[src/hdl/crtd_pkg.sv]
// Shared types, constants and helpers for the CMOS RTC time decoder.
// Used by crtd_decode, crtd_check and cmos_rtc_time_decode_core; no dependencies.
`default_nettype none

package crtd_pkg;

  // Configuration register layout
  localparam int CFG_IDX_W  = 2;
  localparam int CFG_DATA_W = 14;
  localparam int YEAR_W     = 14;
  localparam int CENT_W     = 7;

  localparam logic [CFG_IDX_W-1:0] CFG_YEAR_MIN    = 2'd0;
  localparam logic [CFG_IDX_W-1:0] CFG_YEAR_MAX    = 2'd1;
  localparam logic [CFG_IDX_W-1:0] CFG_DEF_CENTURY = 2'd2;

  localparam logic [YEAR_W-1:0] YEAR_MIN_RST    = 14'd2000;
  localparam logic [YEAR_W-1:0] YEAR_MAX_RST    = 14'd2099;
  localparam logic [CENT_W-1:0] DEF_CENTURY_RST = 7'd20;

  // Status B and hour byte bit positions
  localparam int SB_BINARY_BIT = 2;
  localparam int SB_24H_BIT    = 1;
  localparam int HOUR_PM_BIT   = 7;

  // Error codes
  localparam logic [1:0] ERR_NONE   = 2'd0;
  localparam logic [1:0] ERR_BCD    = 2'd1;
  localparam logic [1:0] ERR_HOUR12 = 2'd2;
  localparam logic [1:0] ERR_RANGE  = 2'd3;

  typedef struct packed {
    logic [7:0] raw_seconds;
    logic [7:0] raw_minutes;
    logic [7:0] raw_hours;
    logic [7:0] raw_day;
    logic [7:0] raw_month;
    logic [7:0] raw_year;
    logic [7:0] raw_century;
    logic [7:0] raw_status;
  } crtd_in_t;

  typedef struct packed {
    logic [1:0]        error_code;
    logic [YEAR_W-1:0] full_year;
    logic [3:0]        month_out;
    logic [4:0]        day_out;
    logic [4:0]        hour_out;
    logic [5:0]        minute_out;
    logic [5:0]        second_out;
  } crtd_out_t;

  // Decoded fields and fault flags handed from decode to check
  typedef struct packed {
    logic       bcd_err;
    logic       hour_err;
    logic       cen_err;
    logic [7:0] second;
    logic [7:0] minute;
    logic [6:0] hour;
    logic [7:0] day;
    logic [7:0] month;
    logic [7:0] year2;
    logic [7:0] century;
  } crtd_dec_t;

  function automatic logic bcd_bad(input logic [7:0] raw);
    return (raw[3:0] > 4'd9) || (raw[7:4] > 4'd9);
  endfunction

  function automatic logic [7:0] byte_value(input logic [7:0] raw, input logic binary);
    logic [7:0] hi;
    logic [7:0] lo;
    hi = {4'b0, raw[7:4]};
    lo = {4'b0, raw[3:0]};
    if (binary) begin
      return raw;
    end
    return (hi << 3) + (hi << 1) + lo;
  endfunction

  function automatic logic [4:0] month_len(input logic [3:0] m, input logic leap);
    logic [4:0] len;
    case (m)
      4'd1, 4'd3, 4'd5, 4'd7, 4'd8, 4'd10, 4'd12: len = 5'd31;
      4'd4, 4'd6, 4'd9, 4'd11:                    len = 5'd30;
      4'd2:                                       len = leap ? 5'd29 : 5'd28;
      default:                                    len = 5'd0;
    endcase
    return len;
  endfunction

endpackage

`default_nettype wire

[src/hdl/crtd_decode.sv]
// Field decoder: BCD or binary bytes, 12-to-24 hour mapping, century select.
// Depends on crtd_pkg.
`default_nettype none

module crtd_decode (
  input  crtd_pkg::crtd_in_t           snap,
  input  logic [crtd_pkg::CENT_W-1:0]  default_century,
  output crtd_pkg::crtd_dec_t          dec
);
  import crtd_pkg::*;

  logic       binary;
  logic       mode12;
  logic       pm;
  logic [7:0] hour_byte;
  logic [7:0] hour_val;
  logic [6:0] hour_raw;
  logic [6:0] hour_map;

  assign binary    = snap.raw_status[SB_BINARY_BIT];
  assign mode12    = ~snap.raw_status[SB_24H_BIT];
  assign pm        = snap.raw_hours[HOUR_PM_BIT];
  // Drop the PM flag before decoding in either mode
  assign hour_byte = {1'b0, snap.raw_hours[6:0]};
  assign hour_val  = byte_value(hour_byte, binary);
  assign hour_raw  = hour_val[6:0];

  always_comb begin
    hour_map = hour_raw;
    if (mode12) begin
      if (pm && (hour_raw < 7'd12)) begin
        hour_map = hour_raw + 7'd12;
      end else if (!pm && (hour_raw == 7'd12)) begin
        hour_map = 7'd0;
      end
    end
  end

  always_comb begin
    dec.bcd_err  = !binary && (bcd_bad(snap.raw_seconds) || bcd_bad(snap.raw_minutes) ||
                               bcd_bad(hour_byte) || bcd_bad(snap.raw_day) ||
                               bcd_bad(snap.raw_month) || bcd_bad(snap.raw_year));
    dec.hour_err = mode12 && ((hour_raw == 7'd0) || (hour_raw > 7'd12));
    dec.cen_err  = !binary && (snap.raw_century != 8'd0) && bcd_bad(snap.raw_century);
    dec.second   = byte_value(snap.raw_seconds, binary);
    dec.minute   = byte_value(snap.raw_minutes, binary);
    dec.hour     = hour_map;
    dec.day      = byte_value(snap.raw_day, binary);
    dec.month    = byte_value(snap.raw_month, binary);
    dec.year2    = byte_value(snap.raw_year, binary);
    dec.century  = (snap.raw_century == 8'd0) ? {1'b0, default_century}
                                              : byte_value(snap.raw_century, binary);
  end

endmodule

`default_nettype wire

[src/hdl/crtd_check.sv]
// Range checker: full year, window, leap year, month length, error priority.
// Depends on crtd_pkg.
`default_nettype none

module crtd_check (
  input  crtd_pkg::crtd_dec_t          dec,
  input  logic [crtd_pkg::YEAR_W-1:0]  year_min,
  input  logic [crtd_pkg::YEAR_W-1:0]  year_max,
  output crtd_pkg::crtd_out_t          res
);
  import crtd_pkg::*;

  logic [14:0] full;
  logic [1:0]  cent_q;
  logic [7:0]  year_rem;
  logic [1:0]  cent_adj;
  logic        leap;
  logic [4:0]  mlen;
  logic        range_bad;
  logic [1:0]  err;

  // century*100 + year, never wraps in 15 bits
  assign full = ({7'b0, dec.century} * 15'd100) + {7'b0, dec.year2};

  // Fold the two-digit year into [0,100) so full = (century+q)*100 + rem
  always_comb begin
    if (dec.year2 >= 8'd200) begin
      cent_q = 2'd2;
    end else if (dec.year2 >= 8'd100) begin
      cent_q = 2'd1;
    end else begin
      cent_q = 2'd0;
    end
  end

  assign year_rem = dec.year2 - ({6'b0, cent_q} * 8'd100);
  assign cent_adj = dec.century[1:0] + cent_q;
  assign leap     = (dec.year2[1:0] == 2'd0) && ((year_rem != 8'd0) || (cent_adj == 2'd0));
  assign mlen     = month_len(dec.month[3:0], leap);

  assign range_bad = (full < {1'b0, year_min}) || (full > {1'b0, year_max}) ||
                     (dec.month == 8'd0) || (dec.month > 8'd12) ||
                     (dec.hour > 7'd23) || (dec.minute > 8'd59) || (dec.second > 8'd59) ||
                     (dec.day == 8'd0) || (dec.day > {3'b0, mlen});

  always_comb begin
    if (dec.bcd_err) begin
      err = ERR_BCD;
    end else if (dec.hour_err) begin
      err = ERR_HOUR12;
    end else if (dec.cen_err) begin
      err = ERR_BCD;
    end else if (range_bad) begin
      err = ERR_RANGE;
    end else begin
      err = ERR_NONE;
    end
  end

  always_comb begin
    res = '0;
    res.error_code = err;
    if (err == ERR_NONE) begin
      res.full_year  = full[YEAR_W-1:0];
      res.month_out  = dec.month[3:0];
      res.day_out    = dec.day[4:0];
      res.hour_out   = dec.hour[4:0];
      res.minute_out = dec.minute[5:0];
      res.second_out = dec.second[5:0];
    end
  end

endmodule

`default_nettype wire

[src/hdl/cmos_rtc_time_decode_core.sv]
// Top level of the CMOS RTC time decoder: input register, decode/check logic, result register.
// Depends on crtd_pkg, crtd_decode and crtd_check.
`default_nettype none

// Decodes one raw CMOS real-time-clock snapshot (seconds through century plus
// status B) into a checked 24-hour calendar time. Fields are packed BCD, or
// binary when status B bit 2 is set; bad BCD digits give error 1, a 12-hour
// hour outside 1..12 gives error 2, and a year outside [year_min, year_max],
// a bad month, an out-of-range time or a day beyond the month length (with
// Gregorian leap years) gives error 3. A raw century of zero takes the
// configured default century. All time fields read zero when error_code is
// not zero. Throughput is one snapshot per clock while out_stall is low: each
// transfer is captured in the input register, decoded and checked by
// combinational logic, and then moves into the result register, which drives
// out_valid. The input side keeps taking transfers while a result waits,
// until both the input register and the result register are full and
// out_stall is high. Write the configuration registers (0 year_min,
// 1 year_max, 2 default_century) only while no transfer is in flight.
module cmos_rtc_time_decode_core (
  input  logic                              clk,
  input  logic                              rst_n,
  input  logic                              in_valid,
  output logic                              in_stall,
  input  crtd_pkg::crtd_in_t                in_data,
  output logic                              out_valid,
  input  logic                              out_stall,
  output crtd_pkg::crtd_out_t               out_data,
  input  logic                              cfg_we,
  input  logic [crtd_pkg::CFG_IDX_W-1:0]    cfg_index,
  input  logic [crtd_pkg::CFG_DATA_W-1:0]   cfg_wdata
);
  import crtd_pkg::*;

  logic [YEAR_W-1:0] year_min_r;
  logic [YEAR_W-1:0] year_max_r;
  logic [CENT_W-1:0] def_century_r;

  logic       s1_valid_r;
  logic       s1_valid_nxt;
  crtd_in_t   s1_data_r;
  logic       out_valid_r;
  logic       out_valid_nxt;
  crtd_out_t  out_data_r;

  crtd_dec_t  dec;
  crtd_out_t  res;

  logic       out_free;
  logic       s1_adv;
  logic       in_xfer;

  // Configuration registers: mask to width, ignore unknown indexes
  always_ff @(posedge clk) begin
    if (!rst_n) begin
      year_min_r    <= YEAR_MIN_RST;
      year_max_r    <= YEAR_MAX_RST;
      def_century_r <= DEF_CENTURY_RST;
    end else if (cfg_we) begin
      case (cfg_index)
        CFG_YEAR_MIN:    year_min_r    <= cfg_wdata[YEAR_W-1:0];
        CFG_YEAR_MAX:    year_max_r    <= cfg_wdata[YEAR_W-1:0];
        CFG_DEF_CENTURY: def_century_r <= cfg_wdata[CENT_W-1:0];
        default: begin
        end
      endcase
    end
  end

  // Handshake: the result register frees up when empty or being taken;
  // the input register advances into it whenever it is free.
  assign out_free = !out_valid_r || !out_stall;
  assign s1_adv   = s1_valid_r && out_free;
  assign in_stall = s1_valid_r && !out_free;
  assign in_xfer  = in_valid && !in_stall;

  always_comb begin
    s1_valid_nxt = s1_valid_r;
    if (in_xfer) begin
      s1_valid_nxt = 1'b1;
    end else if (s1_adv) begin
      s1_valid_nxt = 1'b0;
    end
  end

  always_comb begin
    out_valid_nxt = out_valid_r;
    if (s1_adv) begin
      out_valid_nxt = 1'b1;
    end else if (out_free) begin
      out_valid_nxt = 1'b0;
    end
  end

  always_ff @(posedge clk) begin
    if (!rst_n) begin
      s1_valid_r  <= 1'b0;
      out_valid_r <= 1'b0;
    end else begin
      s1_valid_r  <= s1_valid_nxt;
      out_valid_r <= out_valid_nxt;
    end
  end

  // Payload registers: capture on transfer, hold otherwise
  always_ff @(posedge clk) begin
    if (in_xfer) begin
      s1_data_r <= in_data;
    end
    if (s1_adv) begin
      out_data_r <= res;
    end
  end

  crtd_decode u_decode (
    .snap            (s1_data_r),
    .default_century (def_century_r),
    .dec             (dec)
  );

  crtd_check u_check (
    .dec      (dec),
    .year_min (year_min_r),
    .year_max (year_max_r),
    .res      (res)
  );

  assign out_valid = out_valid_r;
  assign out_data  = out_data_r;

`ifndef SYNTHESIS
  a_err_zeroes: assert property (@(posedge clk) disable iff (!rst_n)
    (out_valid_r && (out_data_r.error_code != ERR_NONE)) |->
      ((out_data_r.full_year == '0) && (out_data_r.month_out == '0) &&
       (out_data_r.day_out == '0) && (out_data_r.hour_out == '0) &&
       (out_data_r.minute_out == '0) && (out_data_r.second_out == '0)))
    else $error("error result carries nonzero time fields");

  a_ok_ranges: assert property (@(posedge clk) disable iff (!rst_n)
    (out_valid_r && (out_data_r.error_code == ERR_NONE)) |->
      ((out_data_r.month_out != 4'd0) && (out_data_r.month_out <= 4'd12) &&
       (out_data_r.day_out != 5'd0) && (out_data_r.hour_out <= 5'd23) &&
       (out_data_r.minute_out <= 6'd59) && (out_data_r.second_out <= 6'd59)))
    else $error("accepted result has a field out of range");

  a_queued_kept: assert property (@(posedge clk) disable iff (!rst_n)
    (s1_valid_r && out_valid_r && out_stall) |=> s1_valid_r)
    else $error("queued snapshot dropped while result stalled");

  a_advance_shows: assert property (@(posedge clk) disable iff (!rst_n)
    s1_adv |=> out_valid_r)
    else $error("advanced snapshot did not reach the result register");

  a_reset_empty: assert property (@(posedge clk)
    !rst_n |=> (!out_valid_r && !s1_valid_r))
    else $error("pipeline not empty after reset");
`endif

endmodule

`default_nettype wire
[config.mk]
export PLATFORM = sky130hd
export DESIGN_NAME = cmos_rtc_time_decode_core
export DESIGN_NICKNAME = d
export VERILOG_FILES = /design/src/hdl/crtd_pkg.sv /design/src/hdl/crtd_decode.sv /design/src/hdl/crtd_check.sv /design/src/hdl/cmos_rtc_time_decode_core.sv
export SDC_FILE = /design/constraint.sdc
export NUM_CORES = 1
export LEC_CHECK = 0
export ABC_CLOCK_PERIOD_IN_PS = 8039
export BUFFER_PORTS_ARGS = -buffer_cell sky130_fd_sc_hd__buf_2
export CORE_MARGIN = 8
export CORE_UTILIZATION = 55
export CTS_CLUSTER_DIAMETER = 60
export DETAILED_ROUTE_END_ITERATION = 10
export PLACE_DENSITY = 0.77
export SLEW_MARGIN = 20
export SYNTH_ARGS = -nofsm -noshare
export SYNTH_HDL_FRONTEND = slang
export SYNTH_HIERARCHICAL = 1
export SYNTH_SLANG_ARGS = --single-unit
[constraint.sdc]
create_clock -name clk -period 8.04 [get_ports clk]
set_clock_uncertainty 0.15 [all_clocks]
set_input_delay 0.402 -clock clk [delete_from_list [all_inputs] [get_ports clk]]
set_output_delay 0.402 -clock clk [all_outputs]
set_load 0.01 [all_outputs]
# After elaboration in Yosys (flattened, before gate mapping)
# Cells that the tools add are included.
# W data, S select, Z words.
[totals]
register_bits = 138
latch_bits = 0
ramBits = 0
romBits = 0
input_bits = 85
wordCells = 168
mem_count = 0
[classes]
n_addsub = 18
n_mul = 2
div_mod_pow = 0
order_cmp = 25
n_eq_ne = 15
n_shift = 0
muxes = 31
n_bitwise = 1
reduce_logical = 56
[op_table]
columns = ["operator", "count"]
rows = [
  ["$mux W8", 13],
  ["$gt A4 B4 Y1 const B", 13],
  ["$add A7 B5 Y8", 6],
  ["$add A8 B4 Y8", 6],
  ["$mux W7", 5],
  ["$logic_not A8 Y1", 3],
  ["$logic_or A1 B1 Y1", 23],
  ["$eq A4 B4 Y1 const B", 5],
  ["$eq A4 B3 Y1 const B", 4],
  ["$gt A8 B6 Y1 const B", 2],
  ["$reduce_bool A8 Y1", 2],
  ["$add A15 B8 Y15", 1],
  ["$gt A15 B14 Y1", 1],
  ["$lt A15 B14 Y1", 1],
  ["$pmux W5 S3", 1],
  ["$mul A8 B5 Y13 const B", 1],
  ["$logic_and A1 B1 Y1", 10],
  ["$mux W2", 5],
  ["$eq A4 B2 Y1 const B", 2],
  ["$ge A8 B7 Y1 const B", 1],
  ["$ge A8 B8 Y1 const B", 1],
  ["$gt A8 B4 Y1 const B", 1],
  ["$gt A8 B5 Y1", 1],
  ["$logic_not A2 Y1", 4],
  ["other kinds (22)", 36],
]

# Longest topological paths before layout
# Gate-level depths: netlist (run 1).
[depth]
word_depth = 20
ltp_mapped = 28
depth_no_buf = 27

# By module
# Netlist (run 1), hierarchy kept.
[by_module_without_submodules]
columns = ["module", "instances", "cells_each", "area_per_inst_um2", "seq_area_each_um2"]
rows = [
  ["cmos_rtc_time_decode_core", 1, 261, 4704.5, 3923.8],
  ["crtd_check", 1, 350, 2573.7, 0.0],
  ["crtd_decode", 1, 268, 2260.9, 0.0],
]

# Worst setup path before layout (run 1)
# No wires, ideal clock.
[synth_timing]
path_type = "reg-to-reg"
start = "reg s1_data_r[11] in the netlist's numbering"
end = "reg out_data_r, in the netlist out_data[40], data pin"
setup_time_ps = 254
arrival_time_ps = 5880
required_time_ps = 7636
slack_ps = 1757
path_stages_with_launch = 27
synth_period_minus_slack_ps = 6283
path_cell_list = "edfxtp_1 -> fa_1 -> fa_1 -> xnor2_1 -> nor2_1 -> a21oi_1 -> o21ai_0 -> ha_1 -> ha_1 -> inv_1 -> fa_1 -> inv_1 -> ha_1 -> o21ai_1 -> o211ai_1 -> or3b_1 -> and3_1 -> nand4_1 -> xnor2_1 -> ha_1 -> a21oi_1 -> nand4b_1 -> o21ai_0 -> o311a_1 -> nand4b_2 -> buf_6 -> a21o_1"
[synth_lines]
columns = ["item", "line_no", "rtl"]
rows = [
  ["start: declaration", "cmos_rtc_time_decode_core.sv:40", "crtd_in_t s1_data_r;"],
  ["start signal: assignment", "cmos_rtc_time_decode_core.sv:107", "s1_data_r <= in_data;"],
  ["end signal: assignment", "cmos_rtc_time_decode_core.sv:110", "out_data_r <= res;"],
  ["end: declaration", "cmos_rtc_time_decode_core.sv:43", "crtd_out_t out_data_r;"],
]

==> flow_metrics.tcl, run 1 <==
set metrics [dict create \
    ir_drop_v 0.000198 \
    grt_max_degree 67 \
    ios 129 \
    grt_pass1_wl_um 35800 \
    hold_end "s1_data_r[61]" \
    path_delay_family "adder cells" \
    slowest_stage "fa_1" \
    hp-class "in -> reg" \
    path_buf_inv 3 \
    rows 47 \
    timing.final.ws_setup_ns 0.711 \
    dieHeight_um 146 \
    p_sw_w 0.00104 \
    grt_pass1_vias 7092 \
    nets 1249 \
    first_iter_violations 550 \
    routed_wl_um 22100 \
    rsz0062_at_grt "no" \
    critPathCaptureType "register" \
    core-area_um2 16600 \
    worstRegToRegCells 26 \
    hold_slack_ns 0.0165 \
    antenna_found_initial 1 \
    reg2reg_slack_ns 0.71 \
    swShare 0.364 \
    path_class "reg -> reg" \
    grt-ovfl-total 0 \
    crit_fanout 22 \
    arrival_ns 7.42 \
    leakage_nw 4.83 \
    synth_nets 1097 \
    cts_buffers 17 \
    grtUsageTotal 0.207 \
    max_freq_mhz 136 \
    vias 7044 \
    power-per-cell-area_nw_per_um2 255 \
    hold_viol 0 \
    pwr-share-clk 0.274 \
    setup_viol 0 \
    drive_gt1_frac 0.187 \
    drcViolationCount 0 \
    worstSkewPairLatency_ns 0.43 \
    holdCritStartpoint "in_data[61]" \
    timing.final.crit_share 0.912 \
    clk_pin_slew_ns 0.06 \
    final_antenna_net_count 0 \
    cts_root_buffer "clkbuf_16" \
    wl_per_cell_um 17.6 \
    timing.setup.tns_ns 0 \
    viasPerCell 5.60 \
    worst_path_most_repeated_cell "ha_1" \
    clock-sinks 137 \
    fin_util 0.671 \
    portBuffers 122 \
    r2r-end "out_data[34]" \
    syn_inst 873 \
    status "finished clean" \
    multiInputGateArea_um2 5090 \
    rr_startpoint "s1_data_r[11]" \
    area_growth_syn_to_layout_pct 18.8 \
    cp-start-kind "register" \
    dieWidth_um 146 \
    cts_tree "yes" \
    dieArea_um2 21400 \
    fillers 1283 \
    maxCapViolations 0 \
    htree_num_levels 4 \
    p_int_w 0.00181 \
    initial_core_util 0.564 \
    dr.pass1.iters 5 \
    gp_congestion 0.858 \
    fin_crit_ns 7.33 \
    cts-resized-gates 0 \
    maxSlewHeadroom 0.329 \
    p_seq_frac 0.290 \
    synthesis.area_um2 9360 \
    drv_slew 0 \
    synth.avg_cell_area_um2 10.7 \
    hold_depth 1 \
    place_ws_ns 0.862 \
    cts_max_path_buffers 2 \
    required_ns 8.13 \
    hpwl_um 16100 \
    combPwrFrac 0.436 \
    max_stage_delay_ns 0.57 \
    ys.warnings.count 6 \
    regArea_um2 3740 \
    worst_pin_slew_ns 1.01 \
]
-- flip-flops by register name (all words and copies together) (netlist names) --
signal         cells
year_max_r        14
out_valid          1
out_data          42
year_min_r        14
s1_valid_r         1
def_century_r      7
s1_data_r         58
-- metal layers --
metal | vias to the layer above | GRT usage | part of all wire
met2 | 189 | 0.353 | 0.49
met4 | 0 | 0.0618 | 0.019
met3 | 33 | 0.0544 | 0.056
li1 | 3480 | - | -
met1 | 3342 | 0.252 | 0.43
met5 | - | 0 | 0
-- worst max-delay path by stage --
stage | startpoint | cells past startpoint | slack [ns] | to
final | s1_data_r[11] | 26 | 0.71 | out_data[34]
after detailed placement | s1_data_r[11] | 26 | 0.86 | out_data[34]
after global placement | s1_data_r[11] | 26 | 1.00 | out_data[34]
after global routing | s1_data_r[11] | 26 | 0.22 | out_data[35]
after floorplan | s1_data_r[11] | 26 | 1.76 | out_data[40]
after CTS | s1_data_r[11] | 26 | 0.77 | out_data[34]
-- worst reg2reg max path, delay by kind of cell, from the launching register on --
kind,cells,cell delay [ns]
flops,1,0.46
simple gates,7,1.53
fa+ha+maj,7,2.82
xor+xnor,2,0.34
compound gates,7,1.44
buf+inv,3,0.40
-- layout by cell type, fill, tap and decap left out, types with 18 or more instances in the layout --
| cell type | count |
|---|---|
| buf_2 | 122 |
| ha_1 | 121 |
| edfxtp_1 | 100 |
| inv_1 | 92 |
| nand2_1 | 68 |
| o21ai_0 | 47 |
| dlygate4sd3_1 | 43 |
| dfxtp_1 | 37 |
| nor3_1 | 35 |
| a21oi_1 | 32 |
| mux2i_1 | 29 |
| nor2b_1 | 18 |
| xnor2_1 | 18 |
| a21o_1 | 18 |
| fa_1 | 18 |
-- through the flow --
step                      instances  cell area, um2  power, W
after global placement         1183           10100   0.00198
after detailed placement       1183           10100   0.00202
after CTS                      1251           11100   0.00283
final                          1258           11100   0.00284
after global routing           1258           11100   0.00303
after floorplan                 873            9360   0.00173
-- power groups by stage --
stage	Combinational [W]	Sequential, W	Clock, W
after global routing	0.00138	0.000828	0.000821
after global placement	0.00114	0.000838	0
final	0.00124	0.000824	0.000778
after detailed placement	0.00118	0.000838	0
after CTS	0.00122	0.000824	0.000789
after floorplan	0.000892	0.000836	0
-- timing repair --
action | CTS | global route
setup buffers | 0 | 0
endpoints found under the hold margin | 37 | 6
hold buffers | 37 | 6
-- final cells by class --
| cell class | count | area share |
|---|---|---|
| Inverter | 92 | 0.0310 |
| Timing Repair Buffer | 170 | 0.0970 |
| Multi-Input combinational cell | 607 | 0.458 |
| Clock buffer | 18 | 0.0386 |
| Clock inverter | 13 | 0.0139 |
| Tap cell | 220 | 0.0247 |
| Antenna cell | 1 | 0.000225 |
| Sequential cell | 137 | 0.337 |
Note: power is estimated with default switching activity, not from simulation.
==> inputs of run 2 (changes only) <==
Settings changed: ABC_CLOCK_PERIOD_IN_PS 8039 to 8300.
Clock period 8.04 ns to 8.3 ns, I/O delays scaled along.
==> flow_metrics.tcl, run 2 (same netlist as run 1, synthesis figures left out) <==
set metrics [dict create \
    clock-sinks 137 \
    fillers 1327 \
    cts_root_buffer "clkbuf_16" \
    htree_num_levels 4 \
    setup_viol 0 \
    top_register "s1_data_r" \
    rows 47 \
    dieHeight_um 146 \
    place_ws_ns 0.923 \
    viasPerCell 5.69 \
    cp-start-kind "register" \
    timing.final.crit_share 0.917 \
    cp-startpoint "s1_data_r[11]" \
    cts_max_path_buffers 2 \
    max_freq_mhz 131 \
    drive_gt1_frac 0.193 \
    dpl_cell_area_um2 10100 \
    worst_pin_slew_ns 1.03 \
    hpwl_um 16200 \
    design_area_um2 10800 \
    drv_slew 0 \
    nets 1221 \
    antenna_found_initial 0 \
    worstSkewPairLatency_ns 0.43 \
    vias 7003 \
    met2_length_um 10300 \
    reg2reg_slack_ns 0.69 \
    final_cell_mix "122 x buf_2, 121 x ha_1, 100 x edfxtp_1" \
    regArea_um2 3740 \
    slowest_stage "fa_1" \
    final_antenna_net_count 0 \
    routed_wl_um 21600 \
    initial_core_util 0.564 \
    n_antenna_cell 0 \
    critPathCapture "out_data[34]" \
    fin_util 0.649 \
    hp-class "in -> reg" \
    dieWidth_um 146 \
    r2r-end "out_data[34]" \
    drcViolationCount 0 \
    gp_congestion 0.854 \
    worst_path_most_repeated_cell "ha_1" \
    cts-resized-gates 0 \
    hold_slack_ns 0.0177 \
    worstRegToRegCells 26 \
    dr.pass1.iters 7 \
    critPathCaptureType "register" \
    maxSlewHeadroom 0.305 \
    clk_pin_slew_ns 0.06 \
    grt-ovfl-total 0 \
    cts_tree "yes" \
    timing.setup.tns_ns 0 \
    largest_reg_flops 58 \
    routed.top_layer "met4" \
    ios 129 \
    grt_pass1_vias 7078 \
    multiInputGateArea_um2 5080 \
    crit_fanout 17 \
    wl_met1_um 9580 \
    wl_per_cell_um 17.6 \
    arrival_ns 7.70 \
    dr_wl_met3_um 1210 \
    required_ns 8.38 \
    portBuffers 122 \
    area_growth_syn_to_layout_pct 15.0 \
    first_iter_violations 501 \
    grt_pass1_wl_um 35300 \
    rsz0062_at_grt "no" \
    fin_crit_ns 7.61 \
    path_class "reg -> reg" \
    power-per-cell-area_nw_per_um2 248 \
    dieArea_um2 21400 \
    final_common_cell "buf_2" \
    cts_buffers 17 \
    core-area_um2 16600 \
    leakage_nw 4.71 \
    hold_viol 0 \
    ir_drop_v 0.000148 \
    timing.final.ws_setup_ns 0.685 \
    max_stage_delay_ns 0.55 \
    grtUsageTotal 0.203 \
    maxCapViolations 0 \
    rr_startpoint "s1_data_r[11]" \
    grt_max_degree 67 \
    status "finished clean" \
]
run 2: stage by stage:
step	std cells	total power, W
6_report	1230	0.00267
5_1_grt	1230	0.00284
4_1_cts	1228	0.00266
3_5_place_dp	1183	0.00196
3_3_place_gp	1183	0.00192
2_1_floorplan	873	0.00167
run 2: final cells by class:
type                       instances  share of cell area
multi-input combinational        607               0.472
sequential                       137               0.348
timing repair buffer             142              0.0741
clock buffer                      20              0.0415
inverter                          92              0.0321
tap                              220              0.0256
clock inverter                    12             0.00674
run 2: worst min path at each step:
| stage | to | startpoint | cells after the start | slack, ns |
|---|---|---|---|---|
| 6_report | s1_data_r[47] | in_data[47] | 1 | 0.02 |
| 5_1_grt | s1_data_r[26] | in_data[26] | 1 | 0.001 |
| 4_1_cts | s1_data_r[8] | in_data[8] | 1 | 0.0001 |
| 3_5_place_dp | year_max_r[2] | year_max_r[2] | 2 | 0.30 |
| 3_3_place_gp | year_max_r[2] | year_max_r[2] | 2 | 0.29 |
| 2_1_floorplan | year_max_r[10] | year_max_r[10] | 2 | 0.28 |
run 2: power by group:
part / leakage, nW / total, W / switching (W) / internal, W
logic: 3.21 / 0.00119 / 0.000688 / 0.000500
registers: 1.24 / 0.000798 / 0.0000263 / 0.000772
clock network: 0.265 / 0.000680 / 0.000293 / 0.000387
total: 4.71 / 0.00267 / 0.00101 / 0.00166
run 2: critical path: cells and delay by family (launching register included):
kind,cells,cell delay [ns]
AOI/OAI and AO/OA,6,1.33
xor gates and xnor gates,2,0.47
adders and majority gates,7,2.80
buffers and inverters,3,0.47
DFF,1,0.45
and+or+nand+nor,8,1.74
run 2: timing repair:
| action | 4_1_cts | 5_1_grt |
|---|---|---|
| hold buffers | 13 | 2 |
| endpoints found under the setup margin | 0 | 0 |
| endpoints found under the hold margin | 13 | 2 |
| buffers inserted | 0 | 0 |
run 2: routing by layer:
metal,vias up,track usage
met1,3313,0.247
met3,40,0.0541
li1,3425,-
met2,225,0.339
met5,-,0
met4,0,0.0768
